$ cat config.mk
export PLATFORM = sky130hd
export DESIGN_NAME = esc_drive_brake_reverse_sequencer
export DESIGN_NICKNAME = d
export VERILOG_FILES = /design/src/rtl/core/esc_dbrs_pkg.sv /design/src/rtl/core/esc_drive_brake_reverse_sequencer.sv
export VERILOG_INCLUDE_DIRS = /design/src /design/src/rtl/core
export SDC_FILE = /design/constraint.sdc
export NUM_CORES = 1
export LEC_CHECK = 0
export BUFFER_PORTS_ARGS = -buffer_cell sky130_fd_sc_hd__buf_2
export CAP_MARGIN = 10
export CORE_ASPECT_RATIO = 0.9
export CORE_MARGIN = 1.5
export CORE_UTILIZATION = 70
export CTS_CLUSTER_SIZE = 14
export DETAILED_ROUTE_END_ITERATION = 12
export GPL_TIMING_DRIVEN = 0
export PLACE_DENSITY = 0.9
export SKIP_LAST_GASP = 1
export SLEW_MARGIN = 20
export SYNTH_ARGS = -nofsm -noshare
export SYNTH_HDL_FRONTEND = slang
export SYNTH_SLANG_ARGS = --single-unit
$ cat constraint.sdc
create_clock -name clk -period 18 [get_ports clk]
set_input_delay 4.5 -clock clk [delete_from_list [all_inputs] [get_ports clk]]
set_output_delay 4.5 -clock clk [all_outputs]
set_load 0.01 [all_outputs]
$ cat src/rtl/core/esc_drive_brake_reverse_sequencer_assert.svh
// Assertion helpers for the sequencer. Both sample on clk and are
// disabled while rst is high.
`ifndef ESC_DRIVE_BRAKE_REVERSE_SEQUENCER_ASSERT_SVH
`define ESC_DRIVE_BRAKE_REVERSE_SEQUENCER_ASSERT_SVH

// Consequent holds in the same cycle as the antecedent.
`define ESC_ASSERT_SAME(lbl, ante, cons, msg) \
  lbl: assert property (@(posedge clk) disable iff (rst) (ante) |-> (cons)) \
    else $error(msg);

// Consequent holds in the cycle after the antecedent.
`define ESC_ASSERT_NEXT(lbl, ante, cons, msg) \
  lbl: assert property (@(posedge clk) disable iff (rst) (ante) |=> (cons)) \
    else $error(msg);

`endif

$ cat src/rtl/core/esc_dbrs_pkg.sv
package esc_dbrs_pkg;

  // Configuration register indexes
  localparam logic [3:0] REG_SERVO_NEUTRAL = 4'd0;
  localparam logic [3:0] REG_SERVO_LEFT    = 4'd1;
  localparam logic [3:0] REG_SERVO_RIGHT   = 4'd2;
  localparam logic [3:0] REG_ESC_NEUTRAL   = 4'd3;
  localparam logic [3:0] REG_ESC_BRAKE     = 4'd4;
  localparam logic [3:0] REG_ESC_FWD_THR   = 4'd5;
  localparam logic [3:0] REG_ESC_FWD_MAX   = 4'd6;
  localparam logic [3:0] REG_ESC_REV_MAX   = 4'd7;

  // Register reset values
  localparam logic [11:0] RST_SERVO_NEUTRAL = 12'd1500;
  localparam logic [11:0] RST_SERVO_LEFT    = 12'd1100;
  localparam logic [11:0] RST_SERVO_RIGHT   = 12'd1900;
  localparam logic [15:0] RST_ESC_NEUTRAL   = 16'd15000;
  localparam logic [15:0] RST_ESC_BRAKE     = 16'd10000;
  localparam logic [15:0] RST_ESC_FWD_THR   = 16'd14000;
  localparam logic [15:0] RST_ESC_FWD_MAX   = 16'd10000;
  localparam logic [15:0] RST_ESC_REV_MAX   = 16'd20000;

  // Parameter defaults
  localparam int DEF_CMD_LIMIT               = 64;
  localparam int DEF_ESC_REV_THRESHOLD       = 16000;
  localparam int DEF_ESC_TO_REVERSE_PULSE    = 10000;
  localparam int DEF_WAIT_NEUTRAL_TO_REVERSE = 10;
  localparam int DEF_WAIT_TO_BRAKE           = 10;
  localparam int DEF_WAIT_DRIVE_TO_REVERSE   = 10;

  // Signed divide by 64, truncated toward zero
  function automatic logic signed [10:0] div64(input logic signed [16:0] d);
    logic signed [16:0] adj;
    adj = d[16] ? (d + 17'sd63) : d;
    return 11'(adj >>> 6);
  endfunction

endpackage

$ cat src/rtl/core/esc_drive_brake_reverse_sequencer.sv
// Steering servo and throttle (ESC) drive / brake / reverse sequencer.
// Input channel (in_valid / in_ready) carries one control tick: angle_cmd,
// speed_cmd and brake_cmd. Output channel (out_valid / out_ready) returns
// exactly one result transaction per tick: servo_pulse, esc_update,
// esc_pulse (zero when esc_update is low) and mode.
// Angle and speed are latched only within +/-CMD_LIMIT; brake is always taken.
// Latency: result is presented the cycle after the input transaction.
// Throughput: one transaction per cycle while out_ready is high. All
// arithmetic (two narrow multiplies, sum and clamp) sits between the
// held state and the result register, so nothing iterates.
// Stall: in_ready drops only while a result is held and out_ready is low;
// the held result stays put until taken, and the next tick is accepted in
// the same cycle the held one leaves.
// Configuration (cfg_valid / cfg_ready / cfg_index / cfg_data) is always
// ready; indexes beyond 7 are ignored. Write it only while the block is idle.
// Reset (rst, synchronous): registers return to defaults, mode to neutral,
// wait counter, last brake and held commands to zero, output empty.
module esc_drive_brake_reverse_sequencer #(
  parameter int CMD_LIMIT               = esc_dbrs_pkg::DEF_CMD_LIMIT,
  parameter int ESC_REV_THRESHOLD       = esc_dbrs_pkg::DEF_ESC_REV_THRESHOLD,
  parameter int ESC_TO_REVERSE_PULSE    = esc_dbrs_pkg::DEF_ESC_TO_REVERSE_PULSE,
  parameter int WAIT_NEUTRAL_TO_REVERSE = esc_dbrs_pkg::DEF_WAIT_NEUTRAL_TO_REVERSE,
  parameter int WAIT_TO_BRAKE           = esc_dbrs_pkg::DEF_WAIT_TO_BRAKE,
  parameter int WAIT_DRIVE_TO_REVERSE   = esc_dbrs_pkg::DEF_WAIT_DRIVE_TO_REVERSE
) (
  input  logic              clk,
  input  logic              rst,
  // input transaction
  input  logic              in_valid,
  output logic              in_ready,
  input  logic signed [7:0] angle_cmd,
  input  logic signed [7:0] speed_cmd,
  input  logic              brake_cmd,
  // result transaction
  output logic              out_valid,
  input  logic              out_ready,
  output logic [11:0]       servo_pulse,
  output logic              esc_update,
  output logic [15:0]       esc_pulse,
  output logic [2:0]        mode,
  // configuration writes
  input  logic              cfg_valid,
  output logic              cfg_ready,
  input  logic [3:0]        cfg_index,
  input  logic [15:0]       cfg_data
);

  typedef enum logic [2:0] {
    MODE_DRIVE    = 3'd0,
    MODE_REVERSE  = 3'd1,
    MODE_DNEUTRAL = 3'd2,
    MODE_NEUTRAL  = 3'd3,
    MODE_D2R      = 3'd4,
    MODE_D2B      = 3'd5,
    MODE_R2B      = 3'd6
  } mode_t;

  localparam logic signed [8:0]  LIMIT_POS   = 9'(CMD_LIMIT);
  localparam logic signed [8:0]  LIMIT_NEG   = -LIMIT_POS;
  localparam logic [15:0]        REV_THR     = 16'(ESC_REV_THRESHOLD);
  localparam logic [15:0]        TO_REV_PULSE = 16'(ESC_TO_REVERSE_PULSE);
  localparam logic [7:0]         WAIT_NR     = 8'(WAIT_NEUTRAL_TO_REVERSE);
  localparam logic [7:0]         WAIT_BRK    = 8'(WAIT_TO_BRAKE);
  localparam logic [7:0]         WAIT_DR     = 8'(WAIT_DRIVE_TO_REVERSE);

  // configuration registers
  logic [11:0] servo_neutral_us, servo_left_end_us, servo_right_end_us;
  logic [15:0] esc_neutral_pulse, esc_brake_pulse, esc_fwd_threshold;
  logic [15:0] esc_fwd_max, esc_rev_max;

  // sequencer state
  mode_t              drive_mode, drive_mode_next;
  logic [7:0]         wait_count, wait_count_next;
  logic               last_brake, last_brake_next;
  logic signed [7:0]  held_angle, held_angle_next;
  logic signed [7:0]  held_speed, held_speed_next;

  logic               in_xfer;
  logic               upd_next;
  logic [11:0]        servo_next;
  logic [15:0]        esc_next;

  // datapath
  logic signed [8:0]  angle_ext, speed_ext;
  logic signed [8:0]  angle_mag;
  logic signed [7:0]  servo_step;
  logic signed [16:0] servo_prod;
  logic signed [17:0] servo_sum;
  logic signed [16:0] esc_diff;
  logic signed [10:0] esc_step;
  logic signed [8:0]  speed_neg;
  logic signed [19:0] esc_prod;
  logic signed [20:0] esc_base;
  logic signed [20:0] esc_sum;
  logic signed [20:0] esc_raw;

  assign in_ready  = !out_valid || out_ready;
  assign in_xfer   = in_valid && in_ready;
  assign cfg_ready = 1'b1;
  assign mode      = drive_mode;

  // command latch, limit check
  always_comb begin
    angle_ext = {angle_cmd[7], angle_cmd};
    speed_ext = {speed_cmd[7], speed_cmd};
    held_angle_next = (angle_ext <= LIMIT_POS && angle_ext >= LIMIT_NEG) ?
                      angle_cmd : held_angle;
    held_speed_next = (speed_ext <= LIMIT_POS && speed_ext >= LIMIT_NEG) ?
                      speed_cmd : held_speed;
  end

  // servo: neutral + step * |angle|; step taken toward the end stop
  always_comb begin
    if (!held_angle_next[7]) begin
      servo_step = 8'(esc_dbrs_pkg::div64(17'($signed({1'b0, servo_left_end_us}))
                                          - 17'($signed({1'b0, servo_neutral_us}))));
      angle_mag  = {held_angle_next[7], held_angle_next};
    end else begin
      servo_step = 8'(esc_dbrs_pkg::div64(17'($signed({1'b0, servo_right_end_us}))
                                          - 17'($signed({1'b0, servo_neutral_us}))));
      angle_mag  = -{held_angle_next[7], held_angle_next};
    end
    servo_prod = 17'(servo_step * angle_mag);
    servo_sum  = 18'($signed({1'b0, servo_neutral_us})) + 18'(servo_prod);
    if (servo_sum < 0)
      servo_next = '0;
    else if (servo_sum > 18'sd4095)
      servo_next = '1;
    else
      servo_next = servo_sum[11:0];
  end

  // throttle ramp: forward from threshold toward fwd_max, reverse from
  // the fixed reverse threshold toward rev_max; scaled by -speed
  always_comb begin
    if (held_speed_next > 0) begin
      esc_diff = 17'($signed({1'b0, esc_fwd_threshold})) - 17'($signed({1'b0, esc_fwd_max}));
      esc_base = 21'($signed({1'b0, esc_fwd_threshold}));
    end else begin
      esc_diff = 17'($signed({1'b0, esc_rev_max})) - 17'($signed({1'b0, REV_THR}));
      esc_base = 21'($signed({1'b0, REV_THR}));
    end
    esc_step  = esc_dbrs_pkg::div64(esc_diff);
    speed_neg = -{held_speed_next[7], held_speed_next};
    esc_prod  = 20'(esc_step * speed_neg);
    esc_sum   = esc_base + 21'(esc_prod);
  end

  // sequencer next state
  always_comb begin
    drive_mode_next = drive_mode;
    wait_count_next = wait_count;
    last_brake_next = last_brake;
    upd_next        = 1'b0;
    esc_raw         = '0;

    if (wait_count != '0) begin
      wait_count_next = wait_count - 8'd1;
      if (wait_count == 8'd1) begin
        if (drive_mode == MODE_R2B) begin
          upd_next = 1'b1;
          esc_raw  = 21'($signed({1'b0, esc_brake_pulse}));
        end else if (drive_mode == MODE_D2R) begin
          drive_mode_next = MODE_REVERSE;
          wait_count_next = WAIT_NR;
          upd_next        = 1'b1;
          esc_raw         = 21'($signed({1'b0, esc_neutral_pulse}));
        end
      end
    end else if (last_brake != brake_cmd) begin
      last_brake_next = brake_cmd;
      if (!brake_cmd) begin
        if (held_speed_next < 0) begin
          drive_mode_next = MODE_REVERSE;
          wait_count_next = WAIT_NR;
          upd_next        = 1'b1;
          esc_raw         = 21'($signed({1'b0, esc_neutral_pulse}));
        end
      end else if (drive_mode == MODE_DRIVE || drive_mode == MODE_DNEUTRAL) begin
        drive_mode_next = MODE_D2B;
        upd_next        = 1'b1;
        esc_raw         = 21'($signed({1'b0, esc_brake_pulse}));
      end else if (drive_mode == MODE_REVERSE || drive_mode == MODE_NEUTRAL) begin
        drive_mode_next = MODE_R2B;
        wait_count_next = WAIT_BRK;
        upd_next        = 1'b1;
        esc_raw         = 21'($signed({1'b0, esc_fwd_threshold}));
      end
    end else if (!brake_cmd) begin
      upd_next = 1'b1;
      if (drive_mode == MODE_DNEUTRAL && held_speed_next < 0) begin
        drive_mode_next = MODE_D2R;
        wait_count_next = WAIT_DR;
        esc_raw         = 21'($signed({1'b0, TO_REV_PULSE}));
      end else if (held_speed_next > 0) begin
        drive_mode_next = MODE_DRIVE;
        esc_raw         = esc_sum;
      end else if (held_speed_next == 0) begin
        esc_raw = 21'($signed({1'b0, esc_neutral_pulse}));
        if (drive_mode == MODE_DRIVE)
          drive_mode_next = MODE_DNEUTRAL;
        else if (drive_mode != MODE_DNEUTRAL)
          drive_mode_next = MODE_NEUTRAL;
      end else begin
        drive_mode_next = MODE_REVERSE;
        esc_raw         = esc_sum;
      end
    end

    // saturate to field range; zero when no new pulse
    if (!upd_next || esc_raw < 0)
      esc_next = '0;
    else if (esc_raw > 21'sd65535)
      esc_next = '1;
    else
      esc_next = esc_raw[15:0];
  end

  // state, configuration and result registers
  always_ff @(posedge clk) begin
    if (rst) begin
      servo_neutral_us   <= esc_dbrs_pkg::RST_SERVO_NEUTRAL;
      servo_left_end_us  <= esc_dbrs_pkg::RST_SERVO_LEFT;
      servo_right_end_us <= esc_dbrs_pkg::RST_SERVO_RIGHT;
      esc_neutral_pulse  <= esc_dbrs_pkg::RST_ESC_NEUTRAL;
      esc_brake_pulse    <= esc_dbrs_pkg::RST_ESC_BRAKE;
      esc_fwd_threshold  <= esc_dbrs_pkg::RST_ESC_FWD_THR;
      esc_fwd_max        <= esc_dbrs_pkg::RST_ESC_FWD_MAX;
      esc_rev_max        <= esc_dbrs_pkg::RST_ESC_REV_MAX;
      drive_mode         <= MODE_NEUTRAL;
      wait_count         <= '0;
      last_brake         <= 1'b0;
      held_angle         <= '0;
      held_speed         <= '0;
      out_valid          <= 1'b0;
      servo_pulse        <= '0;
      esc_update         <= 1'b0;
      esc_pulse          <= '0;
    end else begin
      if (cfg_valid && cfg_ready) begin
        unique case (cfg_index)
          esc_dbrs_pkg::REG_SERVO_NEUTRAL: servo_neutral_us   <= cfg_data[11:0];
          esc_dbrs_pkg::REG_SERVO_LEFT:    servo_left_end_us  <= cfg_data[11:0];
          esc_dbrs_pkg::REG_SERVO_RIGHT:   servo_right_end_us <= cfg_data[11:0];
          esc_dbrs_pkg::REG_ESC_NEUTRAL:   esc_neutral_pulse  <= cfg_data;
          esc_dbrs_pkg::REG_ESC_BRAKE:     esc_brake_pulse    <= cfg_data;
          esc_dbrs_pkg::REG_ESC_FWD_THR:   esc_fwd_threshold  <= cfg_data;
          esc_dbrs_pkg::REG_ESC_FWD_MAX:   esc_fwd_max        <= cfg_data;
          esc_dbrs_pkg::REG_ESC_REV_MAX:   esc_rev_max        <= cfg_data;
          default: ;
        endcase
      end
      if (in_xfer) begin
        drive_mode  <= drive_mode_next;
        wait_count  <= wait_count_next;
        last_brake  <= last_brake_next;
        held_angle  <= held_angle_next;
        held_speed  <= held_speed_next;
        out_valid   <= 1'b1;
        servo_pulse <= servo_next;
        esc_update  <= upd_next;
        esc_pulse   <= esc_next;
      end else if (out_ready) begin
        out_valid <= 1'b0;
      end
    end
  end

`include "esc_drive_brake_reverse_sequencer_assert.svh"

  // a running wait only exists in the reverse and transition sequences
  `ESC_ASSERT_SAME(a_wait_mode, wait_count != '0, drive_mode == MODE_REVERSE || drive_mode == MODE_D2R || drive_mode == MODE_R2B, "wait counter running in wrong mode")
  // every accepted tick yields a result next cycle
  `ESC_ASSERT_NEXT(a_result_follows, in_valid && in_ready, out_valid, "no result after tick")
  // throttle pulse is zero unless a new one is issued
  `ESC_ASSERT_SAME(a_esc_zero, out_valid && !esc_update, esc_pulse == '0, "throttle pulse without update")

endmodule
---- After elaboration in Yosys (flattened, before gate mapping) ----
Index checks and enable logic that the tools add are counted.
operators by class
  reductions and logical operators ........ 27
  multiplexer cells ....................... 64
  eq/ne operators ......................... 24
  magnitude comparators ................... 10
  bitwise logic cells ..................... 1
  multiply operators ...................... 2
  add/sub/neg operators ................... 12
operator list
  operator                count
  $mux 21                 7
  $mux 16                 9
  $mux 8                  14
  $mux 3                  15
  $mux 17                 2
  $logic_not 32->1        1
  $add 13x7->14 const B   2
  $mux 14                 2
  $sub 12x12->13          2
  $mux 12                 2
  $add 17x20->21          1
  $gt 21x17->1 const B    1
  $lt 21x1->1 const B     1
  $mul 11x9->20           1
  $add 13x17->18          1
  $gt 18x13->1 const B    1
  $lt 18x1->1 const B     1
  $neg 9->9               2
  $add 17x7->17 const B   1
  $mul 8x9->17            1
  $sub 16x14->17 const B  1
  $sub 16x16->17          1
  $eq 4x3->1 const B      4
  $ge 8x7->1 const B      2
  other kinds (34)        65
word-level totals
  word-level logic and storage cells ...... 157
  bits in registers ....................... 174
  input bits .............................. 42
  output and inout bits ................... 35

---- Depth between registers and ports, before layout ----
Gate-level depths: netlist of run 1.
  depth in word-level cells ............... 18
  mapped depth ............................ 44
  gate-level depth less buffers ........... 39

---- Worst setup path after synthesis of run 1 ----
Ideal clock, no wire load.
  kind .................................... input to register
  start point ............................. input speed_cmd[4]
  end point ............................... register esc_pulse[0]
  cell stages on the path ................. 40
  data required time ...................... 17.866 ns
  arrival ................................. 13.400 ns
  buffers on the path ..................... 6
  setup slack ............................. 4.466 ns
  setup time .............................. 0.134 ns
  cells stage by stage .................... or4_4 o31ai_4 o21ai_2 buf_6 clkbuf_1 mux2_2 inv_1 ha_1 o21ai_1 nor2_1 nand2_1 ha_1 clkbuf_1 inv_1 a211oi_1 a32o_1 nor2b_1 and3_4 (+4 left out) nand2_1 fa_1 fa_1 inv_1 fa_1 fa_1 inv_1 fa_1 inv_1 ha_1 nand4_1 o31a_1 o21ai_0 mux2_2 nor4_1 or3_4 buf_6 a211oi_1
between the ends
  longest elaborated chain between the ends .. 18
  elaborated cells on any way between the ends .. 33
  classes of those cells .................. add/sub: 3; mul: 1; order compare: 6; mux: 18; reduce/logical: 5
RTL lines
  what                                                RTL line                                                                            RTL
  from (decl)                                         esc_drive_brake_reverse_sequencer.sv:32                                             input logic signed [7:0] speed_cmd,
  $le 8x8->1 / $ge 8x7->1 (equally long branches)     esc_drive_brake_reverse_sequencer.sv:108                                            held_speed_next = (speed_ext <= LIMIT_POS && speed_ext >= LIMIT_NEG) ?
  $logic_and 1x1->1                                   esc_drive_brake_reverse_sequencer.sv:108
  $mux 8 (*)                                          esc_drive_brake_reverse_sequencer.sv:108
  $gt 8x1->1                                          esc_drive_brake_reverse_sequencer.sv:136, esc_drive_brake_reverse_sequencer.sv:195
  $mux 17                                             esc_drive_brake_reverse_sequencer.sv:136                                            if (held_speed_next > 0) begin
  $add 17x7->17                                       esc_dbrs_pkg.sv:34                                                                  adj = d[16] ? (d + 17'sd63) : d;
  $mux 17                                             esc_dbrs_pkg.sv:34
  $mul 11x9->20                                       esc_drive_brake_reverse_sequencer.sv:145                                            esc_prod = 20'(esc_step * speed_neg);
  (+2 left out)                                       --
  $mux 21                                             esc_drive_brake_reverse_sequencer.sv:195                                            end else if (held_speed_next > 0) begin
  $mux 21                                             esc_drive_brake_reverse_sequencer.sv:191                                            if (drive_mode == MODE_DNEUTRAL && held_speed_next < 0) begin
  $mux 21                                             esc_drive_brake_reverse_sequencer.sv:189                                            end else if (!brake_cmd) begin
  $mux 21                                             esc_drive_brake_reverse_sequencer.sv:170                                            end else if (last_brake != brake_cmd) begin
  $mux 21                                             esc_drive_brake_reverse_sequencer.sv:157                                            if (wait_count != '0) begin
  $gt 21x17->1 / $lt 21x1->1 (equally long branches)  esc_drive_brake_reverse_sequencer.sv:213, esc_drive_brake_reverse_sequencer.sv:211
  $mux 16 / $logic_or 1x1->1 (equally long branches)  esc_drive_brake_reverse_sequencer.sv:213, esc_drive_brake_reverse_sequencer.sv:211
  $mux 16 (*)                                         esc_drive_brake_reverse_sequencer.sv:211                                            if (!upd_next || esc_raw < 0)
  to (signal assigned)                                esc_drive_brake_reverse_sequencer.sv:262                                            esc_pulse <= esc_next;
  to (decl)                                           esc_drive_brake_reverse_sequencer.sv:39                                             output logic [15:0] esc_pulse,
Mark *: on every way between the ends. The rest lies on a longest branch, timed or not.
A chain may end at the register's enable or synchronous reset.

---- Worst setup path in the final report of run 1 ----
  start point ............................. input speed_cmd[4]
  end point ............................... register esc_pulse[9]
Same word-level chain as after synthesis.

==> metrics.cfg, run 1 <==
[clock_tree]
cts_inserted_buffers = 17
hold_buffers = 0
cts_tree = yes
clk_latency_ps = 440
htree_num_levels = 4
clockBufferDepth = 2
cts_resized = 0
clockRootBuffer = clkbuf_16
path_clk_slew_ps = 70
cts_setup_buffers = 0
cts_sinks = 174

[critical_path]
r2r-start = held_speed[7]
cpPeakStageDelay_ps = 740
reg2reg_to = esc_pulse[9]
rr_worst_depth = 33
reg2reg_slack_ps = 7510
required_ps = 18290
end_kind = register
critical_path.slowest_cell = xor2_1
cp.arrival_ps = 15790
cp-start-kind = primary input
critical_path.max_fanout = 10
crit_type = primary input to register
critPathMostFrequentCell = inv_1

[sta]
fin_setup_tns_ps = 0
tightestPinTransition_ps = 1050
hold_viol_final = 0
min_period_ps = 15510
finalMaxSlewViolations = 0
clock.fmax_mhz = 64.5
skew_ps = 12.1
fin_crit_sh_pct = 86.1
rsz0062_at_grt = no
setup_viol = 0
relSlewSlack_pct = 29.2

[min_path]
hold_depth = 2
holdCritPathClass = register to register
min-delay-start = servo_neutral_us[5]
whs_endpoint = servo_neutral_us[5]

[placement]
gp_congestion = 0.995
dpl-instance-area_um2 = 20100
io_buffer_count = 61
hpwl_um = 46100

[global_route]
grt_usage_pct = 41.0
grt_max_degree = 18
antenna_found_initial = 1
grt_pass1_wl_um = 91000
grt-ovfl-total = 0
grt_pass1_vias = 17385

[drt]
drt.antenna.violating_nets = 0
drc = 0
drtIter0Drc = 2084
drt_wl_total_um = 57700
viasPerCell = 6.34
vias = 18198
wl_per_cell_um = 20.1
firstDrtPassIters = 7

[outcome]
status = finished clean

[die]
die_height_um = 160
die_w_um = 178
die_area_um2 = 28600
coreArea_um2 = 27000
initial_utilization_pct = 71.3
pin_count = 77
rows = 57

[yosys]
synth_cells = 2403
synth_edf_count = 0
synth_cell_types = 109
synthFlopType = dfxtp_1
synth_warnings = 0
yosysSeqAreaShare_pct = 18.1
ys_ff_latch = 174
avgSynthCellArea_um2 = 8.03
synthesis.area_um2 = 19300
async_flop_share_pct = 0

[run]
maxCapViolCount = 0

[finish]
stdcell_area_um2 = 20700
drive_gt1_share_pct = 7.28
antennaDiodeCount = 0
fillers = 1948
area_growth_syn_to_layout_pct = 7.38
final_nets = 2865

-- layout make-up --
| type | count | area (µm²) | share of cell area (%) |
|---|---|---|---|
| Buffer | 112 | 500 | 2.42 |
| Clock buffer | 18 | 429 | 2.07 |
| Clock inverter | 14 | 174 | 0.840 |
| Inverter | 294 | 1110 | 5.35 |
| Multi-Input combinational cell | 1842 | 14300 | 68.9 |
| Sequential cell | 174 | 3480 | 16.8 |
| Tap cell | 354 | 443 | 2.14 |
| Timing Repair Buffer | 61 | 305 | 1.47 |
-- how the worst max path moves through the flow --
stage	from	to	slack (ps)	cells after the start
floorplan	speed_cmd[4]	esc_pulse[0]	4470	40
global placement	speed_cmd[4]	esc_pulse[9]	2590	41
detailed placement	speed_cmd[4]	esc_pulse[9]	2340	37
CTS	speed_cmd[4]	esc_pulse[9]	2770	43
global route	speed_cmd[4]	esc_pulse[9]	2000	37
finish	speed_cmd[4]	esc_pulse[9]	2490	40
-- layer usage --
metal	global-route usage (%)	vias to the layer above	wire length [µm]
met2	61.6	1079	25200
met3	10.4	132	7000
li1	-	8239	-
met4	11.8	2	1540
met5	0	-	12
met1	58.3	8746	23900
-- state kept, by name (all words and copies together) (netlist names) --
name and cells:
esc_rev_max 16, esc_neutral_pulse 16, servo_neutral_us 12, servo_pulse 12, servo_left_end_us 12, held_speed 8, mode 3, held_angle 8
esc_pulse 16, wait_count 8, servo_right_end_us 12, last_brake 1, esc_brake_pulse 16, esc_fwd_threshold 16, esc_update 1, out_valid 1
esc_fwd_max 16
-- cell families (layout without fill, tap and decap cells) --
group	count (synthesis)	in the layout	synth area share, %
and+or+nand+nor	824	824	20.3
AOI/OAI and AO/OA	527	527	17.9
xor gates and xnor gates	88	88	4.29
DFF	174	174	18.1
buffers and inverters	406	499	8.34
adders and majority gates	323	323	27.9
other	2	21	0.0389
muxes	59	59	3.15
-- synthesized netlist by cell type, drive strengths merged (4+ instances only) --
cell type	n	share of area, %
a31oi	16	0.66
nand3	31	0.83
and2	49	1.6
fa	179	19
a211o	23	1.0
and3	6	0.25
a21o	16	0.62
nand2b	32	1.0
o31a	5	0.23
nor3	43	1.1
o2111ai	9	0.41
o31ai	14	0.64
o22ai	12	0.39
nor2	154	3.0
a221oi	8	0.40
nand2	372	7.2
a21oi	208	5.5
nor4	12	0.47
nand3b	39	1.5
or2	13	0.43
o21bai	7	0.33
o221ai	4	0.21
xnor2	50	2.4
clkbuf	83	1.6
o211ai	12	0.47
dfxtp	174	18
mux2i	45	2.3
nand4	11	0.39
nor2b	18	0.62
o21a	24	1.0
or4	4	0.18
or3	19	0.64
buf	29	0.97
nor3b	11	0.45
inv	293	5.7
ha	142	9.2
o21ai	86	2.3
xor2	38	1.8
mux2	14	0.82
a211oi	41	1.6
-- worst max-delay path: cells and delay by family --
kind / cells / cell delay, ps
xor+xnor: 1 / 740
mux: 2 / 730
fa+ha+maj: 8 / 3540
buf+inv: 11 / 1910
compound gates: 10 / 2320
simple gates: 8 / 2040
-- layout by cell type (no fill, tap or decap), types with 43 or more instances in the layout --
cell type / instances
nor2_1: 152
o21ai_0: 77
fa_1: 179
and2_1: 48
clkbuf_1: 83
nand2_1: 372
a21oi_1: 205
nor3_1: 43
mux2i_1: 45
inv_1: 292
ha_1: 142
buf_2: 73
dfxtp_1: 174
xnor2_1: 47
-- through the flow --
step           utilization [%]  hold slack (ps)  setup WS [ps]  instances
6_report                  76.6              457           2490       2869
5_1_grt                   76.6              478           2000       2869
4_1_cts                   76.6              458           2770       2869
3_5_place_dp              74.4              448           2340       2837
2_1_floorplan                -              436           4470       2422
3_3_place_gp              74.4              438           2590       2837
Power of run 1 is not shown: default switching activity piles up to over one toggle a cycle in this logic, so the estimate is an artifact.
==> run 2: changes to the inputs <==
--- a/config.mk
+++ b/config.mk
@@ -14,7 +14,7 @@
 export CTS_CLUSTER_SIZE = 14
 export DETAILED_ROUTE_END_ITERATION = 12
 export GPL_TIMING_DRIVEN = 0
-export PLACE_DENSITY = 0.9
+export PLACE_DENSITY = 0.89
 export SKIP_LAST_GASP = 1
 export SLEW_MARGIN = 20
 export SYNTH_ARGS = -nofsm -noshare
==> run 2 against run 1 <==
- routed wire length is 1.3% higher
- count of clock-buffer cells in the layout is 1 lower
- first-iteration DRC count is 6.4% higher
- largest cell class unchanged
==> metrics.cfg, run 2 (synthesized netlist as in run 1, its figures left out) <==
[global_route]
antenna_found_initial = 2
grt_max_degree = 20
grt-ovfl-total = 0
grt_pass1_vias = 17440
grt_usage_pct = 41.2
grt_pass1_wl_um = 90800

[placement]
io_buffer_count = 61
hpwl_um = 46500
gp_congestion = 0.971

[drt]
dr_wl_met3_um = 6870
drt_wl_total_um = 58400
viasPerCell = 6.33
vias = 18164
drt.antenna.violating_nets = 0
drc = 0
firstDrtPassIters = 7
highest_layer = met5
wl_per_cell_um = 20.4
met1Wirelength_um = 24200
drtIter0Drc = 2217
routed-wl-met2_um = 25800

[critical_path]
cpPeakStageDelay_ps = 780
crit_type = primary input to register
cp.arrival_ps = 15970
critical_path.max_fanout = 10
end_kind = register
required_ps = 18290
critical-path-top-delay-family = adder cells
critPathBufInv = 10
cp-start-kind = primary input
critical_path.slowest_cell = xor2_1

[clock_tree]
path_clk_slew_ps = 70
hold_buffers = 0
clk_latency_ps = 450
clockRootBuffer = clkbuf_16
cts_sinks = 174
cts_tree = yes
cts_resized = 0
cts_setup_buffers = 0
cts_inserted_buffers = 17
clockBufferDepth = 2
htree_num_levels = 4

[outcome]
status = finished clean

[die]
die_area_um2 = 28600
die_w_um = 178
pin_count = 77
initial_utilization_pct = 71.3
coreArea_um2 = 27000
die_height_um = 160
rows = 57

[sta]
hold_viol_final = 0
rsz0062_at_grt = no
clock.fmax_mhz = 63.8
fin_setup_tns_ps = 0
fin_crit_sh_pct = 87.1
finalMaxSlewViolations = 0
relSlewSlack_pct = 24.1
tightestPinTransition_ps = 1130
skew_ps = 14.8
min_period_ps = 15690
setup_viol = 0

[finish]
area_growth_syn_to_layout_pct = 7.58
antennaDiodeCount = 0
final_common_cell = nand2_1
multi_input_area_um2 = 14300
final_cell_mix = 372 x nand2_1, 292 x inv_1, 205 x a21oi_1
drive_gt1_share_pct = 7.32
register_area_um2 = 3480
fillers = 1973
final_nets = 2865

[min_path]
holdCritPathClass = register to register

[run]
maxCapViolCount = 0

[run 2: worst register-to-register path: cells and delay by family, from the launching register on]
family                     cells  cell delay [ps]
muxes                          1              370
and+or+nand+nor               10             2160
xor gates and xnor gates       1              780
adders and majority gates      8             3400
AOI/OAI and AO/OA              6             1690
DFF                            1              350
buffers and inverters          7             1850
[run 2: stage by stage]
stage | area, µm² | hold slack (ps) | utilization, % | setup slack (ps) | cells
after floorplan | 19400 | 436 | - | 4470 | 2422
after global placement | 20100 | 438 | 74.4 | 2470 | 2837
after detailed placement | 20100 | 449 | 74.4 | 2140 | 2837
after CTS | 20700 | 458 | 76.8 | 2570 | 2869
after global routing | 20700 | 480 | 76.8 | 1730 | 2869
final | 20700 | 458 | 76.8 | 2310 | 2869
[run 2: final timing paths]
path	startpoint	endpoint	slack (ps)	cells after the start
min reg2reg	esc_rev_max[1]	esc_rev_max[1]	460	2
min	esc_rev_max[1]	esc_rev_max[1]	460	2
max	speed_cmd[4]	esc_pulse[9]	2310	40
max reg2reg	held_speed[7]	esc_pulse[9]	7270	33
[run 2: routing by layer]
| metal | GRT usage (%) | vias to the layer above |
|---|---|---|
| met5 | 0 | - |
| met4 | 12.4 | 2 |
| met3 | 11.5 | 142 |
| met2 | 63.0 | 998 |
| met1 | 56.9 | 8787 |
| li1 | - | 8235 |
[run 2: final cells by class]
| type | count | area share (%) |
|---|---|---|
| plain buffers | 112 | 2.41 |
| flip-flops and latches | 174 | 16.8 |
| clock inverters | 15 | 1.05 |
| repair buffers | 61 | 1.47 |
| multi-input cells | 1842 | 68.7 |
| inverters | 294 | 5.34 |
| well taps | 354 | 2.13 |
| clock buffers | 17 | 2.05 |
Power of run 2 is left out for the same reason.
